==> src/hw/rtl/ctl_pkg.sv <==
// ctl_pkg: shared types, constants, keyword table and helper functions
// for the c token lexer.
// No dependencies; every other file of the block uses it.
package ctl_pkg;

    // field widths
    localparam int BYTE_W   = 8;
    localparam int LEN_W    = 8;
    localparam int KIND_W   = 4;
    localparam int KW_IDX_W = 5;

    // keyword table shape and parameter defaults
    localparam int KW_MAX_LEN        = 8;
    localparam int KW_SLOTS          = 32;
    localparam int KEYWORD_BYTES_DEF = 8;
    localparam int KEYWORD_COUNT_DEF = 24;

    // result queue depth (must hold two results beyond the one on show)
    localparam int FIFO_DEPTH = 4;

    // character codes
    localparam logic [BYTE_W-1:0] CH_BANG   = 8'h21;
    localparam logic [BYTE_W-1:0] CH_EQ     = 8'h3D;
    localparam logic [BYTE_W-1:0] CH_LT     = 8'h3C;
    localparam logic [BYTE_W-1:0] CH_GT     = 8'h3E;
    localparam logic [BYTE_W-1:0] CH_SLASH  = 8'h2F;
    localparam logic [BYTE_W-1:0] CH_STAR   = 8'h2A;
    localparam logic [BYTE_W-1:0] CH_SPACE  = 8'h20;
    localparam logic [BYTE_W-1:0] CH_TAB    = 8'h09;
    localparam logic [BYTE_W-1:0] CH_LF     = 8'h0A;
    localparam logic [BYTE_W-1:0] CH_LPAREN = 8'h28;
    localparam logic [BYTE_W-1:0] CH_RPAREN = 8'h29;
    localparam logic [BYTE_W-1:0] CH_COMMA  = 8'h2C;
    localparam logic [BYTE_W-1:0] CH_LBRACE = 8'h7B;
    localparam logic [BYTE_W-1:0] CH_RBRACE = 8'h7D;
    localparam logic [BYTE_W-1:0] CH_SEMI   = 8'h3B;
    localparam logic [BYTE_W-1:0] CH_QUOTE  = 8'h22;
    localparam logic [BYTE_W-1:0] CH_PCT    = 8'h25;
    localparam logic [BYTE_W-1:0] CH_PLUS   = 8'h2B;
    localparam logic [BYTE_W-1:0] CH_MINUS  = 8'h2D;
    localparam logic [BYTE_W-1:0] CH_AMP    = 8'h26;
    localparam logic [BYTE_W-1:0] CH_DOT    = 8'h2E;
    localparam logic [BYTE_W-1:0] CH_D      = 8'h64;
    localparam logic [BYTE_W-1:0] CH_F      = 8'h66;

    // token kinds
    typedef enum logic [KIND_W-1:0] {
        TK_KEYWORD  = 4'd0,
        TK_IDENT    = 4'd1,
        TK_NUMBER   = 4'd2,
        TK_RELOP    = 4'd3,
        TK_OP       = 4'd4,
        TK_DELIM    = 4'd5,
        TK_FMTSPEC  = 4'd6,
        TK_UNKNOWN  = 4'd7,
        TK_INVALID  = 4'd8,
        TK_UNCLOSED = 4'd9
    } t_kind;

    // one result record
    typedef struct packed {
        t_kind               kind;
        logic [LEN_W-1:0]    length;
        logic [KW_IDX_W-1:0] kw_index;
        logic [BYTE_W-1:0]   first_char;
        logic [BYTE_W-1:0]   second_char;
        logic                last;
    } t_rec;

    // up to two results handed from the lexer step to the result queue
    typedef struct packed {
        logic [1:0] n;
        t_rec       rec0;
        logic       rec1_unused_pad;
        t_rec       rec1;
    } t_push;

    // keyword text, right aligned: last character in the low byte
    localparam logic [8*KW_MAX_LEN-1:0] KW_TEXT [KW_SLOTS] = '{
        64'("int"),      64'("while"),    64'("break"),    64'("for"),
        64'("do"),       64'("if"),       64'("float"),    64'("char"),
        64'("switch"),   64'("double"),   64'("short"),    64'("long"),
        64'("unsigned"), 64'("sizeof"),   64'("else"),     64'("register"),
        64'("extern"),   64'("static"),   64'("auto"),     64'("case"),
        64'("break"),    64'("volatile"), 64'("enum"),     64'("typedef"),
        64'h0, 64'h0, 64'h0, 64'h0, 64'h0, 64'h0, 64'h0, 64'h0
    };

    localparam logic [3:0] KW_LEN [KW_SLOTS] = '{
        4'd3, 4'd5, 4'd5, 4'd3, 4'd2, 4'd2, 4'd5, 4'd4,
        4'd6, 4'd6, 4'd5, 4'd4, 4'd8, 4'd6, 4'd4, 4'd8,
        4'd6, 4'd6, 4'd4, 4'd4, 4'd5, 4'd8, 4'd4, 4'd7,
        4'd0, 4'd0, 4'd0, 4'd0, 4'd0, 4'd0, 4'd0, 4'd0
    };

    // ascii letter
    function automatic logic is_letter(input logic [BYTE_W-1:0] c);
        return ((c >= 8'h61) && (c <= 8'h7A)) || ((c >= 8'h41) && (c <= 8'h5A));
    endfunction

    // ascii digit
    function automatic logic is_digit(input logic [BYTE_W-1:0] c);
        return (c >= 8'h30) && (c <= 8'h39);
    endfunction

    // build a result record, not yet marked last
    function automatic t_rec make_rec(input t_kind               kind,
                                      input logic [LEN_W-1:0]    length,
                                      input logic [KW_IDX_W-1:0] kw_index,
                                      input logic [BYTE_W-1:0]   c1,
                                      input logic [BYTE_W-1:0]   c2);
        t_rec r;
        r.kind        = kind;
        r.length      = length;
        r.kw_index    = kw_index;
        r.first_char  = c1;
        r.second_char = c2;
        r.last        = 1'b0;
        return r;
    endfunction

endpackage

==> src/hw/rtl/ctl_byte_if.sv <==
// ctl_byte_if: source byte channel of the lexer (valid/ready handshake).
// Depends on ctl_pkg for the byte width.
interface ctl_byte_if;
    logic                       valid;
    logic                       ready;
    logic [ctl_pkg::BYTE_W-1:0] ch;
    logic                       end_of_input;

    modport source (output valid, output ch, output end_of_input, input ready);
    modport sink   (input valid, input ch, input end_of_input, output ready);
endinterface

==> src/hw/rtl/ctl_token_if.sv <==
// ctl_token_if: token result channel of the lexer (valid/ready handshake).
// Depends on ctl_pkg for the field widths.
interface ctl_token_if;
    logic                         valid;
    logic                         ready;
    logic [ctl_pkg::KIND_W-1:0]   token_kind;
    logic [ctl_pkg::LEN_W-1:0]    token_length;
    logic [ctl_pkg::KW_IDX_W-1:0] keyword_index;
    logic [ctl_pkg::BYTE_W-1:0]   first_char;
    logic [ctl_pkg::BYTE_W-1:0]   second_char;
    logic                         last_result;

    modport source (output valid, output token_kind, output token_length,
                    output keyword_index, output first_char, output second_char,
                    output last_result, input ready);
    modport sink   (input valid, input token_kind, input token_length,
                    input keyword_index, input first_char, input second_char,
                    input last_result, output ready);
endinterface

==> src/hw/rtl/ctl_kw_match.sv <==
// ctl_kw_match: parallel compare of the stored word prefix against the
// keyword table, first matching entry wins. Depends on ctl_pkg.
module ctl_kw_match #(
    parameter int KEYWORD_BYTES = ctl_pkg::KEYWORD_BYTES_DEF,
    parameter int KEYWORD_COUNT = ctl_pkg::KEYWORD_COUNT_DEF
) (
    input  logic [ctl_pkg::BYTE_W-1:0]   i_prefix [KEYWORD_BYTES],
    input  logic [ctl_pkg::LEN_W-1:0]    i_count,
    output logic                         o_hit,
    output logic [ctl_pkg::KW_IDX_W-1:0] o_index
);

    logic [ctl_pkg::KW_MAX_LEN-1:0] eq [KEYWORD_COUNT];
    logic [KEYWORD_COUNT-1:0]       hit;

    // per entry: length equal and every stored character equal
    for (genvar gi = 0; gi < KEYWORD_COUNT; gi++) begin : g_entry
        localparam int L = int'(ctl_pkg::KW_LEN[gi]);
        for (genvar gj = 0; gj < ctl_pkg::KW_MAX_LEN; gj++) begin : g_char
            if (gj < L) begin : g_cmp
                assign eq[gi][gj] =
                    (i_prefix[gj] == ctl_pkg::KW_TEXT[gi][8*(L-1-gj) +: 8]);
            end else begin : g_pad
                assign eq[gi][gj] = 1'b1;
            end
        end
        assign hit[gi] = (L != 0) && (i_count == ctl_pkg::LEN_W'(L)) && (&eq[gi]);
    end

    // priority pick, lowest index wins
    always_comb begin
        o_index = '0;
        for (int i = KEYWORD_COUNT - 1; i >= 0; i--) begin
            if (hit[i]) begin
                o_index = ctl_pkg::KW_IDX_W'(i);
            end
        end
    end

    assign o_hit = |hit;

endmodule

==> src/hw/rtl/ctl_step.sv <==
// ctl_step: input register, lexer state and one-pass next-state and
// result logic for one source byte. Depends on ctl_pkg, ctl_byte_if,
// ctl_kw_match.
module ctl_step #(
    parameter int KEYWORD_BYTES = ctl_pkg::KEYWORD_BYTES_DEF,
    parameter int KEYWORD_COUNT = ctl_pkg::KEYWORD_COUNT_DEF
) (
    input  logic           i_clk,
    input  logic           i_rst_n,
    ctl_byte_if.sink       i_src,
    input  logic           i_room,
    output ctl_pkg::t_push o_push
);

    localparam int PIDX_W = (KEYWORD_BYTES > 1) ? $clog2(KEYWORD_BYTES) : 1;

    typedef enum logic [7:0] {
        M_IDLE    = 8'b0000_0001,
        M_WORD    = 8'b0000_0010,
        M_NUM     = 8'b0000_0100,
        M_REL     = 8'b0000_1000,
        M_SLASH   = 8'b0001_0000,
        M_CMT     = 8'b0010_0000,
        M_CMTSTAR = 8'b0100_0000,
        M_SPEC    = 8'b1000_0000
    } t_mode;

    t_mode                         r_mode, n_mode;
    logic [ctl_pkg::LEN_W-1:0]     r_count, n_count;
    logic [ctl_pkg::BYTE_W-1:0]    r_pend, n_pend;
    logic [ctl_pkg::BYTE_W-1:0]    r_prefix [KEYWORD_BYTES];
    logic                          r_in_valid;
    logic [ctl_pkg::BYTE_W-1:0]    r_ch;
    logic                          r_eoi;

    logic                          go;
    logic                          kw_hit;
    logic [ctl_pkg::KW_IDX_W-1:0]  kw_idx;
    logic [ctl_pkg::LEN_W-1:0]     cnt_inc;
    logic                          alnum;

    // idle decode of the current byte
    t_mode                         id_mode;
    logic [ctl_pkg::LEN_W-1:0]     id_count;
    logic                          id_pend_we;
    logic                          id_emit;
    ctl_pkg::t_kind                id_kind;
    ctl_pkg::t_rec                 id_rec;

    // step outcome
    logic                          use_idle;
    logic                          emit_a;
    ctl_pkg::t_rec                 rec_a;
    logic                          pre_we;
    logic [PIDX_W-1:0]             pre_idx;

    // input register, refilled in the cycle it empties
    assign go          = r_in_valid & i_room;
    assign i_src.ready = ~r_in_valid | go;

    always_ff @(posedge i_clk) begin
        if (!i_rst_n) begin
            r_in_valid <= 1'b0;
        end else if (i_src.valid && i_src.ready) begin
            r_in_valid <= 1'b1;
        end else if (go) begin
            r_in_valid <= 1'b0;
        end
    end

    always_ff @(posedge i_clk) begin
        if (i_src.valid && i_src.ready) begin
            r_ch  <= i_src.ch;
            r_eoi <= i_src.end_of_input;
        end
    end

    // keyword lookup on the stored prefix
    ctl_kw_match #(
        .KEYWORD_BYTES (KEYWORD_BYTES),
        .KEYWORD_COUNT (KEYWORD_COUNT)
    ) u_kw (
        .i_prefix (r_prefix),
        .i_count  (r_count),
        .o_hit    (kw_hit),
        .o_index  (kw_idx)
    );

    assign cnt_inc = (r_count == {ctl_pkg::LEN_W{1'b1}}) ? r_count : r_count + 1'b1;
    assign alnum   = ctl_pkg::is_letter(r_ch) | ctl_pkg::is_digit(r_ch);

    // what the byte starts when seen from idle
    always_comb begin
        id_mode    = M_IDLE;
        id_count   = '0;
        id_pend_we = 1'b0;
        id_emit    = 1'b0;
        id_kind    = ctl_pkg::TK_UNKNOWN;
        if (ctl_pkg::is_letter(r_ch)) begin
            id_mode  = M_WORD;
            id_count = ctl_pkg::LEN_W'(1);
        end else if (ctl_pkg::is_digit(r_ch)) begin
            id_mode  = M_NUM;
            id_count = ctl_pkg::LEN_W'(1);
        end else if (r_ch == ctl_pkg::CH_BANG || r_ch == ctl_pkg::CH_EQ ||
                     r_ch == ctl_pkg::CH_LT || r_ch == ctl_pkg::CH_GT) begin
            id_mode    = M_REL;
            id_count   = ctl_pkg::LEN_W'(1);
            id_pend_we = 1'b1;
        end else if (r_ch == ctl_pkg::CH_SLASH) begin
            id_mode = M_SLASH;
        end else if (r_ch == ctl_pkg::CH_SPACE || r_ch == ctl_pkg::CH_TAB ||
                     r_ch == ctl_pkg::CH_LF) begin
            id_mode = M_IDLE;
        end else if (r_ch == ctl_pkg::CH_LPAREN || r_ch == ctl_pkg::CH_RPAREN ||
                     r_ch == ctl_pkg::CH_COMMA || r_ch == ctl_pkg::CH_LBRACE ||
                     r_ch == ctl_pkg::CH_RBRACE || r_ch == ctl_pkg::CH_SEMI ||
                     r_ch == ctl_pkg::CH_QUOTE) begin
            id_emit = 1'b1;
            id_kind = ctl_pkg::TK_DELIM;
        end else if (r_ch == ctl_pkg::CH_PCT || r_ch == ctl_pkg::CH_PLUS ||
                     r_ch == ctl_pkg::CH_MINUS || r_ch == ctl_pkg::CH_STAR ||
                     r_ch == ctl_pkg::CH_AMP) begin
            id_mode    = M_SPEC;
            id_count   = ctl_pkg::LEN_W'(1);
            id_pend_we = 1'b1;
        end else begin
            id_emit = 1'b1;
        end
        id_rec = ctl_pkg::make_rec(id_kind, ctl_pkg::LEN_W'(1), '0, r_ch, '0);
    end

    // lexer step
    always_comb begin
        n_mode   = r_mode;
        n_count  = r_count;
        n_pend   = r_pend;
        use_idle = 1'b0;
        emit_a   = 1'b0;
        rec_a    = ctl_pkg::make_rec(ctl_pkg::TK_UNCLOSED, '0, '0, '0, '0);
        pre_we   = 1'b0;
        pre_idx  = r_count[PIDX_W-1:0];

        if (r_eoi) begin
            // end of source: only an open comment is reported
            emit_a  = (r_mode == M_CMT) || (r_mode == M_CMTSTAR);
            n_mode  = M_IDLE;
            n_count = '0;
            n_pend  = '0;
        end else begin
            unique case (r_mode)
                M_WORD: begin
                    if (alnum) begin
                        pre_we  = (r_count < ctl_pkg::LEN_W'(KEYWORD_BYTES));
                        n_count = cnt_inc;
                    end else begin
                        emit_a   = 1'b1;
                        rec_a    = kw_hit ?
                            ctl_pkg::make_rec(ctl_pkg::TK_KEYWORD, r_count, kw_idx, '0, '0) :
                            ctl_pkg::make_rec(ctl_pkg::TK_IDENT, r_count, '0, '0, '0);
                        use_idle = 1'b1;
                    end
                end
                M_NUM: begin
                    if (ctl_pkg::is_digit(r_ch) || r_ch == ctl_pkg::CH_DOT) begin
                        n_count = cnt_inc;
                    end else begin
                        emit_a   = 1'b1;
                        rec_a    = ctl_pkg::make_rec(ctl_pkg::TK_NUMBER, r_count, '0, '0, '0);
                        use_idle = 1'b1;
                    end
                end
                M_REL: begin
                    emit_a = 1'b1;
                    if (r_ch == ctl_pkg::CH_EQ) begin
                        rec_a   = ctl_pkg::make_rec(ctl_pkg::TK_RELOP, ctl_pkg::LEN_W'(2),
                                                    '0, r_pend, r_ch);
                        n_mode  = M_IDLE;
                        n_count = '0;
                    end else begin
                        rec_a    = ctl_pkg::make_rec(ctl_pkg::TK_OP, ctl_pkg::LEN_W'(1),
                                                     '0, r_pend, '0);
                        use_idle = 1'b1;
                    end
                end
                M_SLASH: begin
                    if (r_ch == ctl_pkg::CH_STAR) begin
                        n_mode = M_CMT;
                    end else begin
                        emit_a   = 1'b1;
                        rec_a    = ctl_pkg::make_rec(ctl_pkg::TK_INVALID, ctl_pkg::LEN_W'(1),
                                                     '0, ctl_pkg::CH_SLASH, '0);
                        use_idle = 1'b1;
                    end
                end
                M_CMT: begin
                    if (r_ch == ctl_pkg::CH_STAR) begin
                        n_mode = M_CMTSTAR;
                    end
                end
                M_CMTSTAR: begin
                    if (r_ch == ctl_pkg::CH_SLASH) begin
                        n_mode = M_IDLE;
                    end else if (r_ch != ctl_pkg::CH_STAR) begin
                        n_mode = M_CMT;
                    end
                end
                M_SPEC: begin
                    emit_a = 1'b1;
                    if (r_ch == ctl_pkg::CH_D || r_ch == ctl_pkg::CH_F) begin
                        rec_a   = ctl_pkg::make_rec(ctl_pkg::TK_FMTSPEC, ctl_pkg::LEN_W'(2),
                                                    '0, r_pend, r_ch);
                        n_mode  = M_IDLE;
                        n_count = '0;
                    end else begin
                        rec_a    = ctl_pkg::make_rec(ctl_pkg::TK_OP, ctl_pkg::LEN_W'(1),
                                                     '0, r_pend, '0);
                        use_idle = 1'b1;
                    end
                end
                M_IDLE: begin
                    use_idle = 1'b1;
                end
                default: begin
                    use_idle = 1'b1;
                end
            endcase
        end

        // ending byte looked at again from idle
        if (use_idle) begin
            n_mode  = id_mode;
            n_count = id_count;
            if (id_pend_we) begin
                n_pend = r_ch;
            end
            if (id_mode == M_WORD) begin
                pre_we  = 1'b1;
                pre_idx = '0;
            end
        end
    end

    // results towards the queue
    always_comb begin
        o_push      = '0;
        o_push.rec1 = id_rec;
        o_push.rec1.last = 1'b1;
        if (go) begin
            o_push.n = 2'(emit_a) + 2'(use_idle & id_emit);
        end
        o_push.rec0      = emit_a ? rec_a : id_rec;
        o_push.rec0.last = ~(emit_a & use_idle & id_emit);
    end

    // state registers
    always_ff @(posedge i_clk) begin
        if (!i_rst_n) begin
            r_mode  <= M_IDLE;
            r_count <= '0;
        end else if (go) begin
            r_mode  <= n_mode;
            r_count <= n_count;
        end
    end

    always_ff @(posedge i_clk) begin
        if (go) begin
            r_pend <= n_pend;
            if (pre_we) begin
                r_prefix[pre_idx] <= r_ch;
            end
        end
    end

    // end of source always leaves the lexer idle and cleared
    a_eoi_idle: assert property (@(posedge i_clk) disable iff (!i_rst_n)
        (go && r_eoi) |=> (r_mode == M_IDLE && r_count == '0))
        else $error("lexer not idle after end of source");

    // no token is produced while inside a comment
    a_cmt_quiet: assert property (@(posedge i_clk) disable iff (!i_rst_n)
        (go && !r_eoi && (r_mode == M_CMT || r_mode == M_CMTSTAR)) |-> (o_push.n == 2'd0))
        else $error("token produced inside a comment");

    // state moves only when a byte is consumed
    a_hold: assert property (@(posedge i_clk) disable iff (!i_rst_n)
        !go |=> ($stable(r_mode) && $stable(r_count)))
        else $error("lexer state changed without a byte");

endmodule

==> src/hw/rtl/ctl_out_fifo.sv <==
// ctl_out_fifo: small result queue taking up to two results per cycle and
// showing one per beat on the token channel. Depends on ctl_pkg,
// ctl_token_if.
module ctl_out_fifo (
    input  logic           i_clk,
    input  logic           i_rst_n,
    input  ctl_pkg::t_push i_push,
    output logic           o_room,
    ctl_token_if.source    o_tok
);

    localparam int DEPTH = ctl_pkg::FIFO_DEPTH;
    localparam int PTR_W = $clog2(DEPTH);
    localparam int CNT_W = $clog2(DEPTH + 1);

    ctl_pkg::t_rec      r_mem [DEPTH];
    logic [PTR_W-1:0]   r_wr, r_rd;
    logic [CNT_W-1:0]   r_count;
    logic               pop;
    logic [CNT_W-1:0]   after_pop;
    ctl_pkg::t_rec      head;

    assign pop       = o_tok.valid & o_tok.ready;
    assign after_pop = r_count - CNT_W'(pop);
    assign o_room    = (after_pop <= CNT_W'(DEPTH - 2));

    // pointers and fill level
    always_ff @(posedge i_clk) begin
        if (!i_rst_n) begin
            r_wr    <= '0;
            r_rd    <= '0;
            r_count <= '0;
        end else begin
            r_wr    <= r_wr + PTR_W'(i_push.n);
            r_rd    <= r_rd + PTR_W'(pop);
            r_count <= after_pop + CNT_W'(i_push.n);
        end
    end

    // result storage, one or two slots written per cycle
    always_ff @(posedge i_clk) begin
        for (int k = 0; k < DEPTH; k++) begin
            if (i_push.n != 2'd0 && PTR_W'(k) == r_wr) begin
                r_mem[k] <= i_push.rec0;
            end else if (i_push.n == 2'd2 && PTR_W'(k) == PTR_W'(r_wr + 1'b1)) begin
                r_mem[k] <= i_push.rec1;
            end
        end
    end

    // head of queue on the channel
    assign head                = r_mem[r_rd];
    assign o_tok.valid         = (r_count != '0);
    assign o_tok.token_kind    = head.kind;
    assign o_tok.token_length  = head.length;
    assign o_tok.keyword_index = head.kw_index;
    assign o_tok.first_char    = head.first_char;
    assign o_tok.second_char   = head.second_char;
    assign o_tok.last_result   = head.last;

    // fill level never passes the depth
    a_no_overflow: assert property (@(posedge i_clk) disable iff (!i_rst_n)
        r_count <= CNT_W'(DEPTH))
        else $error("result queue overflow");

    // first of a pair is never the last result of its byte
    a_pair_last: assert property (@(posedge i_clk) disable iff (!i_rst_n)
        (i_push.n == 2'd2) |-> !i_push.rec0.last)
        else $error("first of two results marked last");

    // a single result is always the last of its byte
    a_single_last: assert property (@(posedge i_clk) disable iff (!i_rst_n)
        (i_push.n == 2'd1) |-> i_push.rec0.last)
        else $error("single result not marked last");

endmodule

==> src/hw/rtl/c_token_lexer_top.sv <==
// c_token_lexer_top: top level of the c token lexer.
// Depends on ctl_pkg, ctl_byte_if, ctl_token_if, ctl_step, ctl_out_fifo.
//
// The lexer takes one source byte per clock on i_src while the result queue
// has room, and returns token records on o_tok, one record per beat. A byte
// passes an input register, is lexed combinationally (keyword match is a
// parallel compare) and its zero, one or two tokens are registered into a
// four-entry result queue, whose head drives o_tok. Bytes are taken back to
// back as long as the queue has room for two more records; a byte that ends
// one token and starts another (a delimiter after a word, say) uses two
// output beats, so a steady stream of such bytes is held back by the single
// read port of the result queue. last_result marks the final record of each
// byte; bytes that end no token give no record.
module c_token_lexer_top #(
    parameter int KEYWORD_BYTES = ctl_pkg::KEYWORD_BYTES_DEF,
    parameter int KEYWORD_COUNT = ctl_pkg::KEYWORD_COUNT_DEF
) (
    input  logic        i_clk,
    input  logic        i_rst_n,
    ctl_byte_if.sink    i_src,
    ctl_token_if.source o_tok
);

    ctl_pkg::t_push push;
    logic           room;

    // byte register and lexer state
    ctl_step #(
        .KEYWORD_BYTES (KEYWORD_BYTES),
        .KEYWORD_COUNT (KEYWORD_COUNT)
    ) u_step (
        .i_clk   (i_clk),
        .i_rst_n (i_rst_n),
        .i_src   (i_src),
        .i_room  (room),
        .o_push  (push)
    );

    // result queue
    ctl_out_fifo u_fifo (
        .i_clk   (i_clk),
        .i_rst_n (i_rst_n),
        .i_push  (push),
        .o_room  (room),
        .o_tok   (o_tok)
    );

endmodule
==> src/flat_wrapper.sv <==
// flat-port wrapper written by rule: the top's interface ports become plain ports
module c_token_lexer_top_flat 
#(
    parameter int KEYWORD_BYTES = ctl_pkg::KEYWORD_BYTES_DEF,
    parameter int KEYWORD_COUNT = ctl_pkg::KEYWORD_COUNT_DEF
)
  (i_clk, i_rst_n, i_src_valid, i_src_ch, i_src_end_of_input, i_src_ready, o_tok_valid, o_tok_token_kind, o_tok_token_length, o_tok_keyword_index, o_tok_first_char, o_tok_second_char, o_tok_last_result, o_tok_ready);
  ctl_byte_if i_src_i ();
  ctl_token_if o_tok_i ();
  input  logic i_clk;
  input  logic i_rst_n;
  input wire logic [$bits(i_src_i.valid)-1:0] i_src_valid;
  input wire logic [$bits(i_src_i.ch)-1:0] i_src_ch;
  input wire logic [$bits(i_src_i.end_of_input)-1:0] i_src_end_of_input;
  output wire logic [$bits(i_src_i.ready)-1:0] i_src_ready;
  output wire logic [$bits(o_tok_i.valid)-1:0] o_tok_valid;
  output wire logic [$bits(o_tok_i.token_kind)-1:0] o_tok_token_kind;
  output wire logic [$bits(o_tok_i.token_length)-1:0] o_tok_token_length;
  output wire logic [$bits(o_tok_i.keyword_index)-1:0] o_tok_keyword_index;
  output wire logic [$bits(o_tok_i.first_char)-1:0] o_tok_first_char;
  output wire logic [$bits(o_tok_i.second_char)-1:0] o_tok_second_char;
  output wire logic [$bits(o_tok_i.last_result)-1:0] o_tok_last_result;
  input wire logic [$bits(o_tok_i.ready)-1:0] o_tok_ready;
  assign i_src_i.valid = i_src_valid;
  assign i_src_i.ch = i_src_ch;
  assign i_src_i.end_of_input = i_src_end_of_input;
  assign i_src_ready = i_src_i.ready;
  assign o_tok_valid = o_tok_i.valid;
  assign o_tok_token_kind = o_tok_i.token_kind;
  assign o_tok_token_length = o_tok_i.token_length;
  assign o_tok_keyword_index = o_tok_i.keyword_index;
  assign o_tok_first_char = o_tok_i.first_char;
  assign o_tok_second_char = o_tok_i.second_char;
  assign o_tok_last_result = o_tok_i.last_result;
  assign o_tok_i.ready = o_tok_ready;
  c_token_lexer_top #(.KEYWORD_BYTES(KEYWORD_BYTES), .KEYWORD_COUNT(KEYWORD_COUNT)) u_core (.i_clk(i_clk), .i_rst_n(i_rst_n), .i_src(i_src_i), .o_tok(o_tok_i));
endmodule
==> config.mk <==
export PLATFORM = sky130hd
export DESIGN_NAME = c_token_lexer_top_flat
export DESIGN_NICKNAME = d
export VERILOG_FILES = /design/src/hw/rtl/ctl_pkg.sv /design/src/hw/rtl/ctl_byte_if.sv /design/src/hw/rtl/ctl_token_if.sv /design/src/hw/rtl/ctl_kw_match.sv /design/src/hw/rtl/ctl_step.sv /design/src/hw/rtl/ctl_out_fifo.sv /design/src/hw/rtl/c_token_lexer_top.sv /design/src/flat_wrapper.sv
export SDC_FILE = /design/constraint.sdc
export NUM_CORES = 1
export LEC_CHECK = 0
export ABC_AREA = 1
export BUFFER_PORTS_ARGS = -buffer_cell sky130_fd_sc_hd__buf_2
export CELL_PAD_IN_SITES_DETAIL_PLACEMENT = 2
export CELL_PAD_IN_SITES_GLOBAL_PLACEMENT = 2
export CORE_MARGIN = 8
export CORE_UTILIZATION = 34
export DETAILED_ROUTE_END_ITERATION = 10
export PLACE_DENSITY_LB_ADDON = 0.1
export SLEW_MARGIN = 20
export SYNTH_ARGS = -nofsm -noshare
export SYNTH_HDL_FRONTEND = slang
export SYNTH_HIERARCHICAL = 1
export SYNTH_SLANG_ARGS = --single-unit
export TNS_END_PERCENT = 50
==> constraint.sdc <==
create_clock -name i_clk -period 7 [get_ports i_clk]
set_input_delay 1.4 -clock i_clk [delete_from_list [all_inputs] [get_ports i_clk]]
set_output_delay 1.4 -clock i_clk [all_outputs]
set_load 0.05 [all_outputs]
Word-level counts from Yosys, hierarchy flattened
Memories as Yosys holds them, arrays and structs flattened. A register that Yosys moved wholly into a read port is not among the register bits.
Index checks and enable logic that the tools add are counted.
- register bits after elaboration: 105
- bits of input ports: 13
- memories: 1
- word-level logic and storage cells: 410
- output and inout bits: 36
- bits in writable memories: 136
- bitwise operators: 14
- equal/unequal tests: 129
- mux-type cells: 139
- reductions and logical operators: 93
- add/subtract/negate cells: 7
- $lt $le $gt $ge: 10
- memory list (name ; words ; bits a word ; read ports ; clocked after memory_dff ; wr ports ; RTL line ; source):
    u_core.u_fifo.r_mem ; 4 ; 34 ; 1 ; 1 ; 2 ; ctl_out_fifo.sv:16 ; ctl_pkg::t_rec r_mem [DEPTH];
- operator list (kind ; number):
    $eq A8 B7 Y1 const B ; 80
    $mux W34 ; 10
    $mux W8 ; 26
    $pmux W34 S5 ; 1
    $eq A8 B6 Y1 const B ; 18
    $mux W5 ; 23
    $reduce_or A34 Y1 ; 2
    $bwmux W64 ; 1
    $mux W31 ; 2
    $mux W1 ; 57
    $eq A8 B3 Y1 const B ; 5
    $pmux W8 S5 ; 1
    $logic_and A1 B1 Y1 ; 36
    $reduce_and A6 Y1 ; 6
    $mux W33 ; 1
    $eq A8 B2 Y1 const B ; 4
    $eq A8 B4 Y1 const B ; 4
    $mux W32 ; 1
    $pmux W8 S4 ; 1
    $demux W8 S3 ; 1
    $reduce_and A4 Y1 ; 6
    $reduce_and A8 Y1 ; 3
    $reduce_or A23 Y1 ; 1
    $mux W2 ; 10
    42 further kinds ; 92

Longest topological paths before layout
- word-level depth: 33
- gate-level depth with buffers: 21
- mapped depth without buffers: 19

Cells and area by module
Netlist, hierarchy kept.
- by module, submodules not included (module ; area each (sq um) ; times used ; cells an instance ; seq. area each (sq um)):
    ctl_out_fifo ; 6964.2 ; 1 ; 725 ; 4224.1
    ctl_step ; 4937.2 ; 1 ; 543 ; 2772.7
    ctl_kw_match ; 1651.6 ; 1 ; 358 ; 0.0

Worst setup path before layout
OpenSTA, ideal clock, no wires.
- path type: input -> register
- start point: input port o_tok_ready
- end point: memory u_core/u_fifo/r_mem[0][0] in the netlist's numbering, enable pin
- cell stages on the path: 9
- path buffers: 0
- library setup time: 0.477 ns
- path slack: 1.253 ns
- arrival time: 5.270 ns
- data required time: 6.523 ns
- cells stage by stage: nand3_1 > inv_1 > ha_1 > inv_1 > a21oi_1 > nand2_1 > nor2_1 > nor2_1 > o31ai_1
- RTL lines (what ; RTL line ; source):
    start, declared ; flat_wrapper.sv:23 ; input wire logic [$bits(o_tok_i.ready)-1:0] o_tok_ready;
    end, declared ; ctl_out_fifo.sv:16 ;

==> results.tsv <==
stage	metric	value	unit
synthesis	Synthesis Warnings	6	
pwr	sw power	0.00161	W
pwr	Leak	5.69	nW
grt	vias in the first global route	12800	
setup_path	Setup CP Type	reg -> reg	
place	PortBufs	48	
place	GP Congestion	0.844	
cells_and_area	multi-input logic area	5470	sq um
place	post-detail-place hpwl	33900	um
pwr	Pwr Density	287	nW/um^2
sta	Final min period	4.83	ns
clocking	post-cts sizing count	0	
die	die area	46500	sq um
route	Post-DRT Antenna Nets	0	
sta	setup_tns	0	ns
cells_and_area	Util after Layout	38.0	%
sta	Fin. Hold Viols	0	
grt	first-pass GRT wire length	73400	um
setup_path	RR Endpoint	u_core/u_fifo/r_mem[3][19]	
setup_path	reg-to-reg startpoint	u_core/u_step/r_ch[3]	
pwr	Sequential Power Share	40.3	%
sta	highest clock rate	207	MHz
route	vias per cell	5.24	
route	First DRT Iteration DRCs	443	
sta	Worst-Margin Slew	0.991	ns
pwr	sw frac	37.2	%
setup_path	Worst EP required	7.18	ns
sta	Worst Clk Skew	0.0116	ns
clocking	clk_lat worst skew	0.55	ns
pwr	internal power	0.00271	W
route	drt wl/cell	21.3	um
sta	Max-slew headroom	33.3	%
setup_path	Crit. Startpoint	u_core/u_step/r_ch[3]	
pwr	clock share of power	32.3	%
run	Max-cap violations	0	
cells_and_area	Area Overhead vs Synth	11.1	%
clocking	CTS Root Cell	clkbuf_16	
setup_path	crit path to	u_core/u_fifo/r_mem[3][19]	
hold_path	class of the worst hold path	reg -> reg	
synthesis	Netlist Area Pre-Place	13500	sq um
sta	final worst-path cycle share	69.0	%
die	FP Rows	73	
cells_and_area	Fill cells	4433	
pwr	combinational share of power	27.3	%
die	num ports	49	
run_status	status	finished, final reports clean	
synthesis	Mean Syn Cell Area	8.34	sq um
setup_path	CP Launch Type	register	
clocking	Setup Buffers After CTS	0	
setup_path	crit path DAT	5.01	ns
setup_path	CP Max Fanout	40	
grt	antenna violations before repair	1	
clocking	Num CTS Buffers	29	
route	Residual DRC	0	
clocking	CTS tree	done	
pwr	total power	0.00432	W
setup_path	crit end category	register	
synthesis	Gate Count Post-Synth	1625	
sta	Slew Limit Fails	0	
cells_and_area	share of layout cells above drive strength 1	11.9	%
cells_and_area	register area	7000	sq um
clocking	CTS H-tree lvls	1	
cells_and_area	number of antenna cells inserted	0	
cells_and_area	nets	1674	
setup_path	R2R setup slack	2.17	ns
grt	GRT Total Usage	19.9	%
route	final WL	46900	um
grt	largest net degree at the start of global routing	72	
die	Die W	216	um
cells_and_area	Final Instance Count excl. Fillers	2201	
clocking	clk sinks	241	
die	Chip Height	216	um
route	TritonRoute pass-1 iters	4	
pwr	Worst VDD drop	0.000428	V
die	Starting Density	34.2	%
clocking	CTS Buffer Depth	3	
die	total core area	39500	sq um
route	DR vias	11500	
grt	grt ovf	0	
sta	endpoints failing setup	0	
place	DP Cell Count	2149	
sta	RSZ-0062 raised after global routing	no	
setup_path	reg2reg path depth	16	
clocking	cts hold-fix bufs	0	
clocking	CTS clk-pin slew, worst paths	0.06	ns
[area by class of cell]
class / instances / area share (%)
Clock buffer: 36 / 5.00
Tap cell: 525 / 4.37
Inverter: 191 / 4.77
Timing Repair Buffer: 62 / 2.30
Sequential cell: 241 / 46.5
Clock inverter: 16 / 0.715
Multi-Input combinational cell: 1130 / 36.3
[worst min path at each step]
stage | start | endpoint | slack, ns | cells past startpoint
floorplan | u_core/u_step/r_mode[0] | u_core/u_step/r_mode[0] | 0.47 | 2
global placement | u_core/u_step/r_mode[3] | u_core/u_step/r_mode[3] | 0.50 | 2
detailed placement | u_core/u_step/r_mode[1] | u_core/u_step/r_mode[1] | 0.51 | 2
CTS | u_core/u_step/r_mode[1] | u_core/u_step/r_mode[1] | 0.52 | 2
global route | u_core/u_step/r_mode[3] | u_core/u_step/r_mode[3] | 0.56 | 2
finish | u_core/u_step/r_mode[1] | u_core/u_step/r_mode[1] | 0.52 | 2
[cell usage in the layout (no fill, tap or decap), types with 7 or more instances in the layout]
| cell | instances |
|---|---|
| o21ai_2 | 10 |
| conb_1 | 26 |
| nor4_1 | 9 |
| nand2_2 | 8 |
| nand3_2 | 9 |
| nor2_2 | 18 |
| inv_2 | 23 |
| clkbuf_1 | 7 |
| nor3_1 | 25 |
| dfxtp_1 | 23 |
| edfxtp_1 | 217 |
| nor2_1 | 251 |
| o21ai_1 | 38 |
| o21ai_0 | 190 |
| o22ai_1 | 38 |
| nand3_1 | 68 |
| a21oi_1 | 17 |
| buf_4 | 14 |
| clkinv_2 | 10 |
| clkbuf_16 | 29 |
| nand4_1 | 45 |
| buf_2 | 48 |
| inv_1 | 167 |
| nand2_1 | 328 |
[per-layer routing]
| layer | up-vias | global-route usage, % | share of wire, % |
|---|---|---|---|
| met5 | - | 0 | 0 |
| met4 | 0 | 5.70 | 2.8 |
| met3 | 75 | 2.60 | 3.2 |
| met2 | 158 | 35.1 | 49 |
| met1 | 5806 | 25.1 | 45 |
| li1 | 5496 | - | - |
[flip-flops by register name (all words and copies together) (netlist names), 3 cells and up]
name / count
u_core/u_step/r_pend: 8
u_core/u_step/r_mode: 8
u_core/u_step/r_ch: 8
u_core/u_step/r_prefix: 64
u_core/u_fifo/r_mem: 136
u_core/u_fifo/r_count: 3
u_core/u_step/r_count: 8
[critical path, cell delays in order (launching register included)]
cell and delay, ns:
edfxtp_1 0.78, nand2_1 0.26, nor2_2 0.24, nand2_1 0.13, nand2_2 0.12, nand3_2 0.11, nor2_4 0.35, nand2_4 0.15
nand2_1 0.17, nor3_2 0.08, ha_1 0.29, inv_1 0.05, nor2_1 0.12, nor2_8 0.17, nand3_2 0.66, o31ai_4 0.23
buf_4 0.52
[through the flow]
stage	setup slack, ns	hold slack, ns	cell area (sq um)
6_report	2.17	0.516	15000
5_1_grt	1.70	0.558	15000
4_1_cts	2.08	0.519	15000
3_5_place_dp	2.07	0.511	14200
3_3_place_gp	2.26	0.501	14200
2_1_floorplan	1.25	0.471	13600
[power groups by stage]
| stage | Sequential [W] | Clock, W | Combinational (W) |
|---|---|---|---|
| detailed placement | 0.00177 | 0 | 0.00120 |
| CTS | 0.00174 | 0.00143 | 0.00121 |
| finish | 0.00174 | 0.00139 | 0.00118 |
| global route | 0.00175 | 0.00148 | 0.00129 |
| global placement | 0.00177 | 0 | 0.00117 |
| floorplan | 0.00173 | 0 | 0.000879 |
No activity file was read; power rests on OpenSTA's default activity.
